**src/hdl/smpf_pkg.sv**
```systemverilog
// Package for the sliding median position filter.
// Holds the window size, field widths, sequencer states and lane control struct.
// No dependencies.
`timescale 1ns / 1ps

package smpf_pkg;

  localparam int WINDOW      = 5;
  localparam int LAT_W       = 27;
  localparam int LON_W       = 28;
  localparam int CNT_OUT_W   = 3;
  // Both channels run through lanes of the wider field width.
  localparam int LANE_W      = (LAT_W > LON_W) ? LAT_W : LON_W;
  localparam int CNT_W       = $clog2(WINDOW + 1);
  localparam int IDX_W       = (WINDOW > 1) ? $clog2(WINDOW) : 1;
  localparam int IN_TDATA_W  = ((LAT_W + LON_W + 7) / 8) * 8;
  localparam int OUT_BITS    = LAT_W + LON_W + CNT_OUT_W;
  localparam int OUT_TDATA_W = ((OUT_BITS + 7) / 8) * 8;
  localparam int OUT_PAD_W   = OUT_TDATA_W - OUT_BITS;

  typedef logic signed [LANE_W-1:0] lane_word_t;

  typedef enum logic [2:0] {
    ST_IDLE,
    ST_COPY,
    ST_POP,
    ST_CMP,
    ST_FINISH
  } seq_state_t;

  typedef struct packed {
    logic             ins;        // write a new sample into the window
    logic             ins_shift;  // window full: drop the oldest entry
    logic [IDX_W-1:0] ins_pos;    // write position when not shifting
    logic             copy;       // copy the window into the scratch queue
    logic             pop;        // move the queue head into the holding register
    logic             cmp;        // compare holding register with the queue head
    logic [CNT_W-1:0] lim;        // active queue length during a shift
    logic             load_out;   // result is taken into the output register
    logic [CNT_W-1:0] count;      // entries in the window after insertion
  } lane_ctrl_t;

endpackage

```
**src/hdl/sliding_median_position_filter.sv**
```systemverilog
// Sliding-window median filter for latitude and longitude fixes.
// An accepted input is copied into a scratch queue, then selection passes run over m
// entries for m from n down to n/2+1, where n is the window fill after insertion.
// One item at a time; the input is ready again in the cycle after the result is
// loaded. The shared compare unit of each lane does one compare per cycle.
// Reset (rst, synchronous) empties the window.
`timescale 1ns / 1ps

module sliding_median_position_filter (
  input  logic                                 clk,
  input  logic                                 rst,
  input  logic                                 s_axis_tvalid,
  output logic                                 s_axis_tready,
  // lat_sample [26:0], lon_sample [54:27], zero pad [55]
  input  logic [smpf_pkg::IN_TDATA_W-1:0]      s_axis_tdata,
  output logic                                 m_axis_tvalid,
  input  logic                                 m_axis_tready,
  // lat_median [26:0], lon_median [54:27], samples_in_window [57:55], zero pad [63:58]
  output logic [smpf_pkg::OUT_TDATA_W-1:0]     m_axis_tdata
);
  import smpf_pkg::*;

  lane_ctrl_t                  ctrl;
  logic                        in_fire;
  logic                        out_free;
  logic signed [LAT_W-1:0]     lat_in;
  logic signed [LON_W-1:0]     lon_in;
  lane_word_t                  lat_lane_in;
  lane_word_t                  lon_lane_in;
  lane_word_t                  lat_cur;
  lane_word_t                  lon_cur;
  logic signed [LAT_W-1:0]     lat_median;
  logic signed [LON_W-1:0]     lon_median;
  logic [CNT_OUT_W-1:0]        samples_in_window;

  assign in_fire  = s_axis_tvalid && s_axis_tready;
  assign out_free = !m_axis_tvalid || m_axis_tready;

  assign lat_in      = s_axis_tdata[LAT_W-1:0];
  assign lon_in      = s_axis_tdata[LAT_W+LON_W-1:LAT_W];
  assign lat_lane_in = LANE_W'(lat_in);
  assign lon_lane_in = LANE_W'(lon_in);

  smpf_ctrl u_ctrl (
    .clk      (clk),
    .rst      (rst),
    .in_fire  (in_fire),
    .out_free (out_free),
    .ready    (s_axis_tready),
    .ctrl     (ctrl)
  );

  smpf_lane u_lat_lane (
    .clk    (clk),
    .ctrl   (ctrl),
    .sample (lat_lane_in),
    .cur    (lat_cur)
  );

  smpf_lane u_lon_lane (
    .clk    (clk),
    .ctrl   (ctrl),
    .sample (lon_lane_in),
    .cur    (lon_cur)
  );

  always_ff @(posedge clk) begin
    if (rst) begin
      m_axis_tvalid <= 1'b0;
    end else if (ctrl.load_out) begin
      m_axis_tvalid <= 1'b1;
    end else if (m_axis_tready) begin
      m_axis_tvalid <= 1'b0;
    end
  end

  always_ff @(posedge clk) begin
    if (ctrl.load_out) begin
      lat_median        <= lat_cur[LAT_W-1:0];
      lon_median        <= lon_cur[LON_W-1:0];
      samples_in_window <= CNT_OUT_W'(ctrl.count);
    end
  end

  assign m_axis_tdata = {{OUT_PAD_W{1'b0}}, samples_in_window, lon_median, lat_median};

  // The sequencer takes no new item while one is being sorted.
  a_busy_after_accept: assert property (@(posedge clk) disable iff (rst)
    in_fire |=> !s_axis_tready)
    else $error("input accepted again right after a transaction");

  // A finished result always lands in the output register.
  a_result_shown: assert property (@(posedge clk) disable iff (rst)
    ctrl.load_out |=> m_axis_tvalid)
    else $error("loaded result not presented");

  // Every result comes from a non-empty window no larger than its size.
  a_count_range: assert property (@(posedge clk) disable iff (rst)
    ctrl.load_out |-> (ctrl.count != '0 && ctrl.count <= CNT_W'(WINDOW)))
    else $error("window fill out of range at result");

endmodule

```
**src/hdl/smpf_cmp_unit.sv**
```systemverilog
// Signed compare-and-exchange unit shared by all steps of one lane.
// Depends on smpf_pkg.
`timescale 1ns / 1ps

module smpf_cmp_unit (
  input  smpf_pkg::lane_word_t a,
  input  smpf_pkg::lane_word_t b,
  output smpf_pkg::lane_word_t lo,
  output smpf_pkg::lane_word_t hi
);
  import smpf_pkg::*;

  logic swap;

  assign swap = (a > b);
  assign lo   = swap ? b : a;
  assign hi   = swap ? a : b;

endmodule

```
**src/hdl/smpf_lane.sv**
```systemverilog
// One channel: sample window, scratch queue and the holding register of the
// selection passes. Depends on smpf_pkg and smpf_cmp_unit.
`timescale 1ns / 1ps

module smpf_lane (
  input  logic                 clk,
  input  smpf_pkg::lane_ctrl_t ctrl,
  input  smpf_pkg::lane_word_t sample,
  output smpf_pkg::lane_word_t cur
);
  import smpf_pkg::*;

  lane_word_t win [WINDOW];
  lane_word_t scr [WINDOW];
  lane_word_t lo;
  lane_word_t hi;

  smpf_cmp_unit u_cmp (
    .a  (cur),
    .b  (scr[0]),
    .lo (lo),
    .hi (hi)
  );

  always_ff @(posedge clk) begin
    if (ctrl.ins) begin
      for (int k = 0; k < WINDOW; k++) begin
        if (ctrl.ins_shift) begin
          if (k == WINDOW - 1) begin
            win[k] <= sample;
          end else begin
            win[k] <= win[k + 1];
          end
        end else if (ctrl.ins_pos == IDX_W'(k)) begin
          win[k] <= sample;
        end
      end
    end
  end

  // The queue rotates toward index zero; each compare keeps the larger value
  // in the holding register and puts the smaller one at the queue tail.
  always_ff @(posedge clk) begin
    if (ctrl.copy) begin
      for (int k = 0; k < WINDOW; k++) begin
        scr[k] <= win[k];
      end
    end else if (ctrl.pop || ctrl.cmp) begin
      for (int k = 0; k < WINDOW; k++) begin
        if (CNT_W'(k) + CNT_W'(1) < ctrl.lim) begin
          if (k < WINDOW - 1) begin
            scr[k] <= scr[k + 1];
          end
        end else if (CNT_W'(k) + CNT_W'(1) == ctrl.lim && ctrl.cmp) begin
          scr[k] <= lo;
        end
      end
    end
  end

  always_ff @(posedge clk) begin
    if (ctrl.pop) begin
      cur <= scr[0];
    end else if (ctrl.cmp) begin
      cur <= hi;
    end
  end

endmodule

```
**src/hdl/smpf_ctrl.sv**
```systemverilog
// Sequencer of the filter: fill count, selection pass counters and state machine.
// Depends on smpf_pkg.
`timescale 1ns / 1ps

module smpf_ctrl (
  input  logic                 clk,
  input  logic                 rst,
  input  logic                 in_fire,
  input  logic                 out_free,
  output logic                 ready,
  output smpf_pkg::lane_ctrl_t ctrl
);
  import smpf_pkg::*;

  seq_state_t       state;
  seq_state_t       state_next;
  logic [CNT_W-1:0] fill;
  logic [CNT_W-1:0] fill_next;
  logic [CNT_W-1:0] n;
  logic [CNT_W-1:0] m;
  logic [CNT_W-1:0] j;
  logic [CNT_W-1:0] half;
  logic             full;

  assign full      = (fill == CNT_W'(WINDOW));
  assign fill_next = full ? fill : fill + CNT_W'(1);
  assign half      = n >> 1;

  always_comb begin
    state_next = state;
    unique case (state)
      ST_IDLE: begin
        if (in_fire) state_next = ST_COPY;
      end
      ST_COPY: begin
        state_next = ST_POP;
      end
      ST_POP: begin
        // A single entry needs no compare: it is its own median.
        state_next = (m == CNT_W'(1)) ? ST_FINISH : ST_CMP;
      end
      ST_CMP: begin
        if (j == CNT_W'(1)) begin
          state_next = (m - CNT_W'(1) == half) ? ST_FINISH : ST_POP;
        end
      end
      ST_FINISH: begin
        if (out_free) state_next = ST_IDLE;
      end
      default: state_next = ST_IDLE;
    endcase
  end

  always_comb begin
    ready          = 1'b0;
    ctrl           = '0;
    ctrl.ins_shift = full;
    ctrl.ins_pos   = full ? IDX_W'(WINDOW - 1) : fill[IDX_W-1:0];
    ctrl.count     = n;
    ctrl.lim       = m - CNT_W'(1);
    unique case (state)
      ST_IDLE: begin
        ready    = 1'b1;
        ctrl.ins = in_fire;
      end
      ST_COPY: begin
        ctrl.copy = 1'b1;
      end
      ST_POP: begin
        ctrl.pop = 1'b1;
        ctrl.lim = m;
      end
      ST_CMP: begin
        ctrl.cmp = 1'b1;
      end
      ST_FINISH: begin
        ctrl.load_out = out_free;
      end
      default: ;
    endcase
  end

  always_ff @(posedge clk) begin
    if (rst) begin
      state <= ST_IDLE;
      fill  <= '0;
      n     <= '0;
      m     <= '0;
      j     <= '0;
    end else begin
      state <= state_next;
      if (state == ST_IDLE && in_fire) begin
        fill <= fill_next;
        n    <= fill_next;
      end
      if (state == ST_COPY) begin
        m <= n;
      end
      if (state == ST_POP) begin
        j <= m - CNT_W'(1);
      end
      if (state == ST_CMP) begin
        j <= j - CNT_W'(1);
        if (j == CNT_W'(1)) begin
          m <= m - CNT_W'(1);
        end
      end
    end
  end

endmodule
```
**config.mk**
```make
export PLATFORM = sky130hd
export DESIGN_NAME = sliding_median_position_filter
export DESIGN_NICKNAME = d
export VERILOG_FILES = /design/src/hdl/smpf_pkg.sv /design/src/hdl/sliding_median_position_filter.sv /design/src/hdl/smpf_cmp_unit.sv /design/src/hdl/smpf_lane.sv /design/src/hdl/smpf_ctrl.sv
export SDC_FILE = /design/constraint.sdc
export NUM_CORES = 1
export LEC_CHECK = 0
export BUFFER_PORTS_ARGS = -buffer_cell sky130_fd_sc_hd__buf_4
export CAP_MARGIN = 20
export CORE_ASPECT_RATIO = 1.1
export CORE_MARGIN = 10
export CORE_UTILIZATION = 45
export CTS_CLUSTER_SIZE = 30
export DETAILED_ROUTE_END_ITERATION = 16
export PLACE_DENSITY_LB_ADDON = 0.3
export SLEW_MARGIN = 25
export SYNTH_ARGS = -nofsm -noshare
export SYNTH_HDL_FRONTEND = slang
export SYNTH_SLANG_ARGS = --single-unit
```
**constraint.sdc**
```tcl
create_clock -name clk -period 6.9 [get_ports clk]
set_input_delay 0 -clock clk [delete_from_list [all_inputs] [get_ports clk]]
set_output_delay 0 -clock clk [all_outputs]
set_load 0.01 [all_outputs]
```
==> results by group <==
Synthesis
  – Area contributors post-synth: edfxtp_1 63%, mux2_2 8.5%, o22ai_1 2.9%, a31oi_1 2.4%, ha_1 2.4%
  – Synth Instances: 2,384
  – Yosys warns: 0
  – Post-synth EDFFs: 669
  – Main synth FF type: edfxtp_1
  – Sequential element share of the synthesized area: 0.638
  – Post-Syn Area: 31,900 µm²
  – Netlist cell types: 57
  – Syn Area/Cell: 13.4 µm²
  – Async set-reset flop share out of synthesis: 0
  – Top-area cell type share of the netlist area: 0.629
  – Yosys reg bits: 682
  – Post-synth top area cell: edfxtp_1

Clock network
  – CTS tree: done
  – H-tree depth: 3
  – Post-CTS sizing: 0
  – Clock latency at the later pin of the worst-skew pair: 0.61 ns
  – Clock sink count: 682
  – CTS max path bufs: 3
  – Number of CTS-inserted buffers: 73
  – Root Driver: clkbuf_16
  – Clock slew at reported path FFs: 0.06 ns

Setup path
  – Crit path DAT: 4.75 ns
  – Slowest stage delay, CP: 0.89 ns
  – Reg2Reg Depth: 9
  – CP endpoint kind: flop
  – CP Max Fanout: 64
  – WP depth: 9
  – Setup crit start kind: flop
  – Cells along the critical path: nand2b_1 -> o21ai_1 -> xor2_1 -> nor3_2 -> buf_4 -> nand2b_1 -> buf_4 -> o22ai_1 -> a31oi_1
  – Crit Path Class: reg -> reg
  – Crit path buf inv count: 2
  – Delay-heaviest family, CP: simple AND/OR/NAND/NOR gates
  – Crit path max-delay cell type: dfxtp_1
  – Worst path required time: 7.34 ns

Placement
  – I/O Buffers: 118
  – Inst Count DP: 3,298
  – Post-DP HPWL: 48,300 µm
  – DP Worst Slack: 2.62 ns
  – Routability-driven placement congestion ratio: 0.828
  – Dpl cell area: 33,700 µm²

Final layout
  – Final non-filler cell area: 36,700 µm²
  – Fin cells: 3,492
  – Diodes inserted: 0
  – NumNets Final: 2,621
  – Layout area overhead: 15.0%
  – Layout cells sized above 1: 0.222
  – Post-layout util: 0.522

Hold path
  – WHS Path Cells: 2
  – Hold WC Path Type: in -> reg

GRT
  – Total track usage: 0.204
  – Vias in the first global route: 22.0k
  – Antenna violations before repair: 1
  – First-pass GRT wire length: 131,000 µm
  – Pin count of the biggest net entering global routing: 159
  – Final global-route overflow total: 0

Power and ir drop
  – Clk pwr share: 0.338
  – Net Sw Power: 3.30 mW
  – Maximum vdd drop: 0.000168 V
  – Combinational group share of total power: 0.198
  – Sequential share of power: 0.465
  – P_int: 8.03 mW
  – Pwr/cell area: 308 nW/µm²
  – Power, Total: 11.3 mW
  – Leakage: 12.4 nW
  – Sw Ratio: 0.291

STA
  – Setup Viol. Count Final: 0
  – Tcrit/Tclk final: 0.624
  – Pins Over Slew Limit: 0
  – Clock Skew: 0.0288 ns
  – Hold Fails Final Rpt: 0
  – Tmin final: 4.31 ns
  – Slew HR: 0.260
  – Post-route setup TNS: 0 ns
  – Slew @ Worst Pin: 1.11 ns
  – Hold slack: 0.145 ns
  – Fmax achieved: 0.232 GHz
  – RSZ-0062 raised after global routing: false
  – Worst setup margin: 2.59 ns

Route
  – TritonRoute pass-1 iters: 5
  – DRC viols: 0
  – ANT nets after route: 0
  – Vias: 21.5k
  – DR iter-0 viols: 2,136
  – DR vias/cell: 6.16
  – Routed WL: 86,200 µm
  – WL/cell: 24.7 µm

Floorplan
  – Die area: 82,000 µm²
  – Core Area: 70,300 µm²
  – I/O Pins: 126
  – Chip Height: 299 µm
  – Initial core utilization: 0.454
  – DIE WIDTH: 274 µm
  – Row count: 102

Job
  – Max_cap viols: 0

Outcome
  – Status: finished, final reports clean
==> cells in the mapped netlist, types with 33 or more instances <==
| cell | n |
|---|---|
| clkbuf_1 | 103 |
| o21ai_0 | 129 |
| nand3_1 | 36 |
| or3_1 | 82 |
| buf_2 | 61 |
| ha_1 | 62 |
| edfxtp_1 | 669 |
| a31oi_1 | 124 |
| nand2b_1 | 38 |
| nor2_1 | 79 |
| mux2_2 | 241 |
| o22ai_1 | 147 |
| o211ai_1 | 33 |
| a21oi_1 | 146 |
| nand2_1 | 62 |
| inv_1 | 66 |
==> cell usage in the layout, fill, tap and decap left out, types with 13 or more instances in the layout <==
cell type,netlist,layout
nand2b_1,38,37
dlygate4sd3_1,0,58
clkbuf_16,0,76
or3_1,82,81
nor3_1,23,22
o22ai_1,147,147
nand2_1,62,58
a31oi_1,124,124
and3_1,30,29
dfxtp_1,13,13
a211oi_1,21,20
a21oi_1,146,144
clkbuf_1,103,16
nor3_4,20,22
o21ai_0,129,126
nor2_1,79,75
a22o_1,28,28
edfxtp_1,669,669
inv_1,66,66
mux2i_1,28,28
clkinv_1,0,19
ha_1,62,61
nand3_1,36,35
mux2_2,241,241
buf_4,13,157
o21ai_1,23,23
o211ai_1,33,33
nor4_1,21,20
==> worst reg2reg max path, cell delays in order, from the launching register on <==
cell      delay, ns
dfxtp_1        0.89
nand2b_1       0.49
o21ai_1        0.31
xor2_1         0.24
nor3_2         0.25
buf_4          0.66
nand2b_1       0.48
buf_4          0.48
o22ai_1        0.16
a31oi_1        0.20
==> metal layers <==
metal,share of wire,track usage,vias to the layer above
met1,0.39,0.251,10800
li1,-,-,9620
met4,0.030,0.0768,2
met2,0.51,0.357,905
met5,0.000093,0,-
met3,0.069,0.0321,182
==> path summary, 6_finish.rpt <==
path | from | to | slack, ns
worst max-delay path | u_ctrl.state[1] | u_lon_lane.scr[0][100] | 2.59
worst min-delay path | s_axis_tdata[39] | u_lon_lane.win[4][12] | 0.15
worst max register to register | u_ctrl.state[1] | u_lon_lane.scr[0][100] | 2.59
worst min register to register | u_ctrl.j[1] | u_ctrl.j[1] | 0.46
==> layout make-up <==
cell class	instances	area [µm²]
Clock buffer	92	1960
Clock inverter	40	329
Fill cell	5824	33600
Inverter	66	248
Multi-Input combinational cell	1454	10700
Sequential cell	682	20300
Tap cell	936	1170
Timing Repair Buffer	222	1910
==> flip-flops by register name, indices dropped and copies added (netlist names) <==
| name | cells |
|---|---|
| lat_median | 27 |
| lon_median | 28 |
| m_axis_tvalid | 1 |
| samples_in_window | 3 |
| u_ctrl.fill | 3 |
| u_ctrl.j | 3 |
| u_ctrl.m | 3 |
| u_ctrl.state | 3 |
| u_lat_lane.cur | 28 |
| u_lat_lane.scr | 140 |
| u_lat_lane.win | 135 |
| u_lon_lane.cur | 28 |
| u_lon_lane.scr | 140 |
| u_lon_lane.win | 140 |
==> what timing repair did <==
item / 4_1_cts / 5_1_grt
hold buffers: 58 / 0
setup endpoints to repair: 0 / 0
setup buffers: 0 / 0
endpoints found under the hold margin: 288 / 0
==> power groups by stage <==
stage	clock, mW	combinational [mW]	sequential [mW]
finish	3.82	2.24	5.26
global route	4.04	2.44	5.30
CTS	3.89	2.22	5.26
detailed placement	0	2.17	5.34
global placement	0	2.10	5.32
floorplan	0	1.54	5.29
==> cells by family after synthesis <==
logic type      Yosys count  synth area share
other cells               1          0.000117
buf+inv                 253            0.0337
fa+ha+maj                62            0.0243
xor+xnor                  7           0.00192
simple gates            429            0.0794
mux                     276            0.0963
flops                   682             0.638
compound gates          674             0.127
No activity file was read; power rests on OpenSTA's default activity.
